### src/rtl/core/bsec_pkg.sv
// bsec_pkg: shared types, constants and arithmetic helpers of the split error counter
// used by every module in rtl/core; no dependencies of its own
package bsec_pkg;

  // row count limit and derived widths
  localparam int unsigned MAX_ROWS    = 65536;
  localparam int          CNT_W       = $clog2(MAX_ROWS + 1);
  localparam int          SUM_W       = CNT_W + 1;
  localparam int          FIELD_W     = 17;
  localparam int          CMP_W       = (CNT_W > FIELD_W) ? CNT_W : FIELD_W;
  localparam int          WORD_W      = 64;
  localparam int          POP_W       = $clog2(WORD_W + 1);
  localparam int          QUEUE_DEPTH = 4;
  localparam int          QPTR_W      = $clog2(QUEUE_DEPTH);

  typedef logic [CNT_W-1:0]   cnt_t;
  typedef logic [POP_W-1:0]   pop_t;
  typedef logic [FIELD_W-1:0] field_t;
  typedef logic [WORD_W-1:0]  word_t;

  // input transaction
  typedef struct packed {
    word_t member_word;
    word_t feature_word;
    word_t positive_word;
    logic  last_word;
  } in_t;

  // result transaction
  typedef struct packed {
    logic   split_valid;
    logic   left_class;
    logic   right_class;
    field_t split_errors;
    logic   stop_label;
    field_t stop_errors;
    field_t node_rows;
    field_t left_rows;
  } out_t;

  // classified word, one queue entry
  typedef struct packed {
    pop_t member_cnt;
    pop_t pos_cnt;
    pop_t left_cnt;
    pop_t left_pos_cnt;
    logic last;
  } entry_t;

  // population count of one bitmap word
  function automatic pop_t popcount(input word_t w);
    pop_t n;
    n = '0;
    for (int i = 0; i < WORD_W; i++) begin
      n = n + pop_t'(w[i]);
    end
    return n;
  endfunction

  // add a word count to a running total, capped at the row limit
  function automatic cnt_t sat_add(input cnt_t acc, input pop_t inc);
    logic [SUM_W-1:0] s;
    s = SUM_W'(acc) + SUM_W'(inc);
    if (s > SUM_W'(MAX_ROWS)) begin
      return CNT_W'(MAX_ROWS);
    end
    return CNT_W'(s);
  endfunction

  // difference that never goes below zero
  function automatic cnt_t clamp_sub(input cnt_t a, input cnt_t b);
    return (a > b) ? (a - b) : '0;
  endfunction

  function automatic cnt_t min_cnt(input cnt_t a, input cnt_t b);
    return (a < b) ? a : b;
  endfunction

endpackage

### src/rtl/core/bsec_front.sv
// bsec_front: classifies one input transaction into four word popcounts
// depends on bsec_pkg
module bsec_front (
  input  bsec_pkg::in_t    in_item,
  output bsec_pkg::entry_t entry
);
  import bsec_pkg::*;

  word_t left_bits;

  // rows with feature zero go left
  assign left_bits = in_item.member_word & ~in_item.feature_word;

  // per-word counts for the back end
  always_comb begin
    entry.member_cnt   = popcount(in_item.member_word);
    entry.pos_cnt      = popcount(in_item.member_word & in_item.positive_word);
    entry.left_cnt     = popcount(left_bits);
    entry.left_pos_cnt = popcount(left_bits & in_item.positive_word);
    entry.last         = in_item.last_word;
  end

endmodule

### src/rtl/core/bsec_queue.sv
// bsec_queue: short first-in first-out queue of classified words
// depends on bsec_pkg
module bsec_queue (
  input  logic             clk,
  input  logic             rst,
  input  logic             push,
  input  bsec_pkg::entry_t push_entry,
  output logic             full,
  input  logic             pop,
  output logic             empty,
  output bsec_pkg::entry_t head
);
  import bsec_pkg::*;

  entry_t            slots [QUEUE_DEPTH];
  logic [QPTR_W-1:0] wr_ptr;
  logic [QPTR_W-1:0] rd_ptr;
  logic [QPTR_W:0]   count;

  assign full  = (count == (QPTR_W+1)'(QUEUE_DEPTH));
  assign empty = (count == '0);
  assign head  = slots[rd_ptr];

  // pointers and fill count
  always_ff @(posedge clk) begin
    if (rst) begin
      wr_ptr <= '0;
      rd_ptr <= '0;
      count  <= '0;
    end else begin
      if (push) begin
        wr_ptr <= wr_ptr + 1'b1;
      end
      if (pop) begin
        rd_ptr <= rd_ptr + 1'b1;
      end
      unique case ({push, pop})
        2'b10:   count <= count + 1'b1;
        2'b01:   count <= count - 1'b1;
        default: count <= count;
      endcase
    end
  end

  // entry storage
  always_ff @(posedge clk) begin
    if (push) begin
      slots[wr_ptr] <= push_entry;
    end
  end

endmodule

### src/rtl/core/bsec_back.sv
// bsec_back: saturating totals per node and the three-stage result pipeline
// depends on bsec_pkg
module bsec_back (
  input  logic             clk,
  input  logic             rst,
  input  bsec_pkg::entry_t head,
  input  logic             empty,
  output logic             pop,
  input  bsec_pkg::field_t min_leaf_rows,
  output logic             out_valid,
  input  logic             out_stall,
  output bsec_pkg::out_t   out_item
);
  import bsec_pkg::*;

  // derived counts held between the two finishing stages
  typedef struct packed {
    cnt_t nl;
    cnt_t lp;
    cnt_t nr;
    cnt_t rp;
    cnt_t ln;
    logic split_valid;
    logic stop_label;
    cnt_t stop_errors;
    cnt_t total;
  } mid_t;

  logic advance;
  cnt_t member_total;
  cnt_t positive_total;
  cnt_t left_total;
  cnt_t left_positive_total;
  cnt_t member_next;
  cnt_t positive_next;
  cnt_t left_next;
  cnt_t left_positive_next;

  logic s1_valid;
  cnt_t s1_total;
  cnt_t s1_pos;
  cnt_t s1_left;
  cnt_t s1_left_pos;

  logic s2_valid;
  mid_t s2;
  mid_t s2_next;

  cnt_t             rn;
  cnt_t             left_err;
  cnt_t             right_err;
  logic [SUM_W-1:0] err_sum;
  cnt_t             err_sat;
  out_t             out_next;

  // whole pipeline moves unless a held result is stalled
  assign advance = !out_valid || !out_stall;
  assign pop     = advance && !empty;

  // running totals including the word at the head
  assign member_next        = sat_add(member_total, head.member_cnt);
  assign positive_next      = sat_add(positive_total, head.pos_cnt);
  assign left_next          = sat_add(left_total, head.left_cnt);
  assign left_positive_next = sat_add(left_positive_total, head.left_pos_cnt);

  // accumulate, clear after the last word of a node
  always_ff @(posedge clk) begin
    if (rst) begin
      member_total        <= '0;
      positive_total      <= '0;
      left_total          <= '0;
      left_positive_total <= '0;
    end else if (pop) begin
      if (head.last) begin
        member_total        <= '0;
        positive_total      <= '0;
        left_total          <= '0;
        left_positive_total <= '0;
      end else begin
        member_total        <= member_next;
        positive_total      <= positive_next;
        left_total          <= left_next;
        left_positive_total <= left_positive_next;
      end
    end
  end

  // stage valid bits
  always_ff @(posedge clk) begin
    if (rst) begin
      s1_valid  <= 1'b0;
      s2_valid  <= 1'b0;
      out_valid <= 1'b0;
    end else if (advance) begin
      s1_valid  <= pop && head.last;
      s2_valid  <= s1_valid;
      out_valid <= s2_valid;
    end
  end

  // first finishing stage: differences, leaf size check, stop leaf
  always_comb begin
    s2_next.nl          = s1_left;
    s2_next.lp          = s1_left_pos;
    s2_next.total       = s1_total;
    s2_next.nr          = clamp_sub(s1_total, s1_left);
    s2_next.rp          = clamp_sub(s1_pos, s1_left_pos);
    s2_next.ln          = clamp_sub(s1_left, s1_left_pos);
    s2_next.split_valid = (CMP_W'(s1_left) >= CMP_W'(min_leaf_rows)) &&
                          (CMP_W'(s2_next.nr) >= CMP_W'(min_leaf_rows));
    s2_next.stop_label  = s1_pos > clamp_sub(s1_total, s1_pos);
    s2_next.stop_errors = min_cnt(s1_pos, clamp_sub(s1_total, s1_pos));
  end

  // second finishing stage: child errors and labels
  always_comb begin
    rn        = clamp_sub(s2.nr, s2.rp);
    left_err  = min_cnt(s2.lp, s2.ln);
    right_err = min_cnt(s2.rp, rn);
    err_sum   = SUM_W'(left_err) + SUM_W'(right_err);
    err_sat   = (err_sum > SUM_W'(MAX_ROWS)) ? CNT_W'(MAX_ROWS) : CNT_W'(err_sum);
    out_next.split_valid  = s2.split_valid;
    out_next.left_class   = s2.lp > s2.ln;
    out_next.right_class  = s2.rp > rn;
    out_next.split_errors = FIELD_W'(err_sat);
    out_next.stop_label   = s2.stop_label;
    out_next.stop_errors  = FIELD_W'(s2.stop_errors);
    out_next.node_rows    = FIELD_W'(s2.total);
    out_next.left_rows    = FIELD_W'(s2.nl);
  end

  // stage payload registers
  always_ff @(posedge clk) begin
    if (advance) begin
      s1_total    <= member_next;
      s1_pos      <= positive_next;
      s1_left     <= left_next;
      s1_left_pos <= left_positive_next;
      s2          <= s2_next;
      out_item    <= out_next;
    end
  end

endmodule

### src/rtl/core/binary_split_error_counter_core.sv
// binary_split_error_counter_core: top level of the split error counter
// depends on bsec_pkg, bsec_front, bsec_queue and bsec_back
//
// Usage: the input channel (in_valid, in_stall, in_item) carries one 64-row
// slice of the member, feature and positive bitmaps per transaction; the
// word flagged last_word closes a node. The output channel (out_valid,
// out_stall, out_item) carries one result per node: child labels, split
// errors, stop label and errors, node and left row counts, and split_valid.
// min_leaf_rows is written through cfg_wr_en / cfg_wr_data while idle.
// Throughput: one input word per cycle, sustained while out_stall is low.
// The front end takes a word whenever the four-entry queue has room; the
// back end retires one queue entry per cycle through its accumulator.
// Result path: after its last word is accepted, a result passes the queue,
// the accumulate register and two finishing stages before out_valid rises.
// Reset: all totals clear, the queue empties, no result is pending and
// min_leaf_rows returns to 1.
// Output stall: the result holds; the back end freezes, the queue fills and
// in_stall rises once four words wait.
module binary_split_error_counter_core (
  input  logic             clk,
  input  logic             rst,
  input  logic             in_valid,
  output logic             in_stall,
  input  bsec_pkg::in_t    in_item,
  output logic             out_valid,
  input  logic             out_stall,
  output bsec_pkg::out_t   out_item,
  input  logic             cfg_wr_en,
  input  bsec_pkg::field_t cfg_wr_data
);
  import bsec_pkg::*;

  entry_t front_entry;
  entry_t head;
  logic   queue_full;
  logic   queue_empty;
  logic   pop;
  logic   push;
  field_t min_leaf_rows;

  // configuration register
  always_ff @(posedge clk) begin
    if (rst) begin
      min_leaf_rows <= FIELD_W'(1);
    end else if (cfg_wr_en) begin
      min_leaf_rows <= cfg_wr_data;
    end
  end

  // input transaction handshake
  assign in_stall = queue_full;
  assign push     = in_valid && !queue_full;

  bsec_front u_front (
    .in_item (in_item),
    .entry   (front_entry)
  );

  bsec_queue u_queue (
    .clk        (clk),
    .rst        (rst),
    .push       (push),
    .push_entry (front_entry),
    .full       (queue_full),
    .pop        (pop),
    .empty      (queue_empty),
    .head       (head)
  );

  bsec_back u_back (
    .clk           (clk),
    .rst           (rst),
    .head          (head),
    .empty         (queue_empty),
    .pop           (pop),
    .min_leaf_rows (min_leaf_rows),
    .out_valid     (out_valid),
    .out_stall     (out_stall),
    .out_item      (out_item)
  );

endmodule

### config.mk
export PLATFORM = sky130hd
export DESIGN_NAME = binary_split_error_counter_core
export DESIGN_NICKNAME = d
export VERILOG_FILES = /design/src/rtl/core/bsec_pkg.sv /design/src/rtl/core/bsec_front.sv /design/src/rtl/core/bsec_queue.sv /design/src/rtl/core/bsec_back.sv /design/src/rtl/core/binary_split_error_counter_core.sv
export SDC_FILE = /design/constraint.sdc
export NUM_CORES = 2
export LEC_CHECK = 0
export BUFFER_PORTS_ARGS = -buffer_cell sky130_fd_sc_hd__buf_2
export CAP_MARGIN = 20
export CORE_MARGIN = 2
export CORE_UTILIZATION = 56
export DETAILED_ROUTE_END_ITERATION = 8
export PLACE_DENSITY = 0.81
export SYNTH_ARGS = -nofsm -noshare
export SYNTH_HDL_FRONTEND = slang
export SYNTH_SLANG_ARGS = --single-unit
### constraint.sdc
create_clock -name clk -period 8.6 [get_ports clk]
set_input_delay 0.43 -clock clk [delete_from_list [all_inputs] [get_ports clk]]
set_output_delay 0.43 -clock clk [all_outputs]
set_load 0.01 [all_outputs]
==> metrics.cfg <==
[detailed_routing]
drt_first_pass_iters=8
post_drt_wl_per_cell_um=20.2
wl_um=86600
ant_nets=0
vias_per_cell=5.77
drc=0
via_count=24800
drt-initial-drc-count=1584

[setup_path]
cp_common_cell=nand3_1
crit_buf_inv=2
critPathKind=reg2reg
worstReg2RegEnd=u_back.out_item[52]
cp_data_arrival_time_ns=8.07
worst-path-max-fanout=22
cp_slowest_stage_delay_ns=0.57
r2r-start=u_back.s2[61]
crit_path_end_kind=flop
critical_path.top_delay_family=compound AO/OA/AOI/OAI gates
cp_data_required_time_ns=8.95
rrSetupSlack_ns=0.88
startpoint_type=flop
crit_slowest_cell=a31oi_1
reg2reg_depth=27

[synthesis]
synth_fa_ha_area_share_pct=23.5
synth_warnings=0
yosysSeqAreaShare_pct=38.6
netlist_area_mm2=0.0343
postSynthCellCount=3193
synthXorXnorAreaFrac_pct=3.70
yosysMostFrequentCell=inv_1
synthFlopType=edfxtp_1
yosys-top-cells-area=edfxtp_1 33%, fa_1 13%, ha_1 10%, dfxtp_1 5.7%, inv_1 4.3%
yosys.area_share.simple_pct=13.8
syn-num-nets=3917
synth-edff-count=377
async_reset_ff_share_pct=0
synth_mux_area_share_pct=3.76
synth-seq-cells=474
syn_area_per_cell_um2=10.8
synth_area_leader_cell=edfxtp_1
yosysTopAreaCellShare_pct=33.0
synth_compound_area_share_pct=11.4
synth_top_family_by_area=adder cells
ys_types=95
synth_commonest_cells=396 x inv_1, 377 x edfxtp_1, 282 x ha_1, 263 x nor2_1, 227 x fa_1

[sta]
worst_pin_slew_ns=1.05
finClkSkew_ns=0.0267
fmax_mhz=130
period_share_pct=89.8
slew_viol_final=0
setup_violations=0
hold_violations=0
rsz0062_at_grt=false
timing.final.ws_setup_ns=0.879
fin_setup_tns_ns=0
maxSlewHeadroom_pct=29.7
period_minus_slack_ns=7.72

[layout]
drive_gt1_share_pct=14.9
nNetsFinal=4197
area_delta_synth_final_pct=11.3
fin_util_pct=63.2
final_area_mm2=0.0382

[cts]
cts_resized=0
cts.htree.levels=2
postCtsHoldBufs=0
clockBufferDepth=3
cts_setup_buffers=0
worstSkewPairLatency_ns=0.60
root_buffer=clkbuf_16
cts_sinks=474
cts-buffers-inserted=47
cts_tree=done
path_clk_slew_ns=0.06

[placement]
gp_congestion=0.977
postPlaceCellArea_mm2=0.0367
dpl.hpwl_um=69200
port_buffers=288
place_ws_ns=0.969

[flow_run]
drv_cap=0

[floorplanning]
die-width_um=252
fp-row-count=90
dieHeight_um=252
dieArea_mm2=0.0633
io_pins=289
core_mm2=0.0605
start_util_pct=56.8

[grt]
grt_overflow=0
track_usage_pct=27.3
grt_max_degree=109
antenna_found_initial=4
grt_pass1_wl_um=134000
grt_pass1_vias=25100

[min_path]
whs_path_depth=1
holdPathEnd=u_queue.slots[1][0]
hp-start=in_item[0]
hold_class=in2reg

[outcome]
status=finished clean

## cells by family after synthesis
kind of cell             after synthesis
AND/OR/NAND/NOR                      939
XOR/XNOR                             145
AO/OA/AOI/OAI                        563
flip-flops                           474
adder cells (fa/ha/maj)              509
buffers and inverters                473
multiplexers                          90
## worst max path at each step
stage / endpoint / depth (start not counted) / from
2_1_floorplan: u_back.out_item[57] / 30 / u_back.s2[70]
3_3_place_gp: u_back.out_item[52] / 29 / u_back.s2[70]
3_5_place_dp: u_back.out_item[52] / 30 / u_back.s2[70]
4_1_cts: u_back.out_item[52] / 27 / u_back.s2[61]
5_1_grt: u_back.out_item[53] / 27 / u_back.s2[61]
6_report: u_back.out_item[52] / 27 / u_back.s2[61]
## stage by stage
step	hold WS (ns)	instances
2_1_floorplan	0.400	3193
3_3_place_gp	0.403	4205
3_5_place_dp	0.405	4206
4_1_cts	0.0383	4294
5_1_grt	0.0582	4295
6_report	0.0681	4297
## registers in the layout, summed over array words and instances (netlist names), 3 cells and up, named ones only
register / cells
u_queue.slots: 116
u_back.out_item: 72
u_back.s2: 68
u_back.out_next: 53
min_leaf_rows: 17
u_back.left_positive_total: 17
u_back.left_total: 17
u_back.member_total: 17
u_back.positive_total: 17
u_back.s1_left: 17
u_back.s1_left_pos: 17
u_back.s1_pos: 17
u_back.s1_total: 17
u_queue.count: 3
## cell type report
type	count	area [um^2]
diodes	3	7.51
inverters	398	1490
flip-flops and latches	474	13300
fillers	4765	22300
well taps	782	978
clock buffers	67	1310
multi-input cells	2246	19300
repair buffers	306	1580
clock inverters	21	248
## worst reg2reg max path, stage by stage (launching register included)
cell	delay, ns
edfxtp_1	0.43
inv_1	0.07
ha_1	0.38
and4_1	0.26
nand3_1	0.10
a211oi_1	0.28
o221a_2	0.29
o211a_1	0.19
o21a_1	0.49
o211ai_1	0.25
ha_1	0.35
nand3_1	0.10
nor3_1	0.26
nand3_1	0.13
or3_1	0.40
o211ai_1	0.22
o21ai_2	0.21
buf_8	0.23
o21ai_0	0.35
fa_1	0.29
a211oi_1	0.11
o21ai_0	0.32
or4b_1	0.51
a21boi_1	0.21
o21ai_1	0.09
a31oi_1	0.57
o41a_1	0.31
nor2b_1	0.06
## metal layers
metal | share of wire (%) | vias to the layer above | global-route usage (%)
met2 | 49 | 914 | 47.9
met4 | 6.3 | 2 | 15.2
li1 | - | 11800 | -
met3 | 6.0 | 238 | 4.30
met1 | 38 | 11800 | 31.9
met5 | 0.015 | - | 0
## cell usage in the layout, fill, tap and decap left out, types with 50 or more instances in the layout
cell type | synthesis | routed
inv_1 | 396 | 396
edfxtp_1 | 377 | 377
buf_2 | 13 | 288
ha_1 | 282 | 282
nor2_1 | 263 | 262
fa_1 | 227 | 227
nand2_1 | 175 | 174
a21oi_1 | 115 | 114
dfxtp_1 | 97 | 96
nor2b_1 | 78 | 78
o21ai_0 | 75 | 75
xnor2_1 | 74 | 74
xor2_1 | 71 | 71
nand2b_1 | 70 | 70
nor3_1 | 63 | 63
or2_2 | 60 | 60
nand3_1 | 53 | 53
a21o_1 | 50 | 50
Power is not shown: default switching activity piles up to over one toggle a cycle in this logic, so the estimate is an artifact.
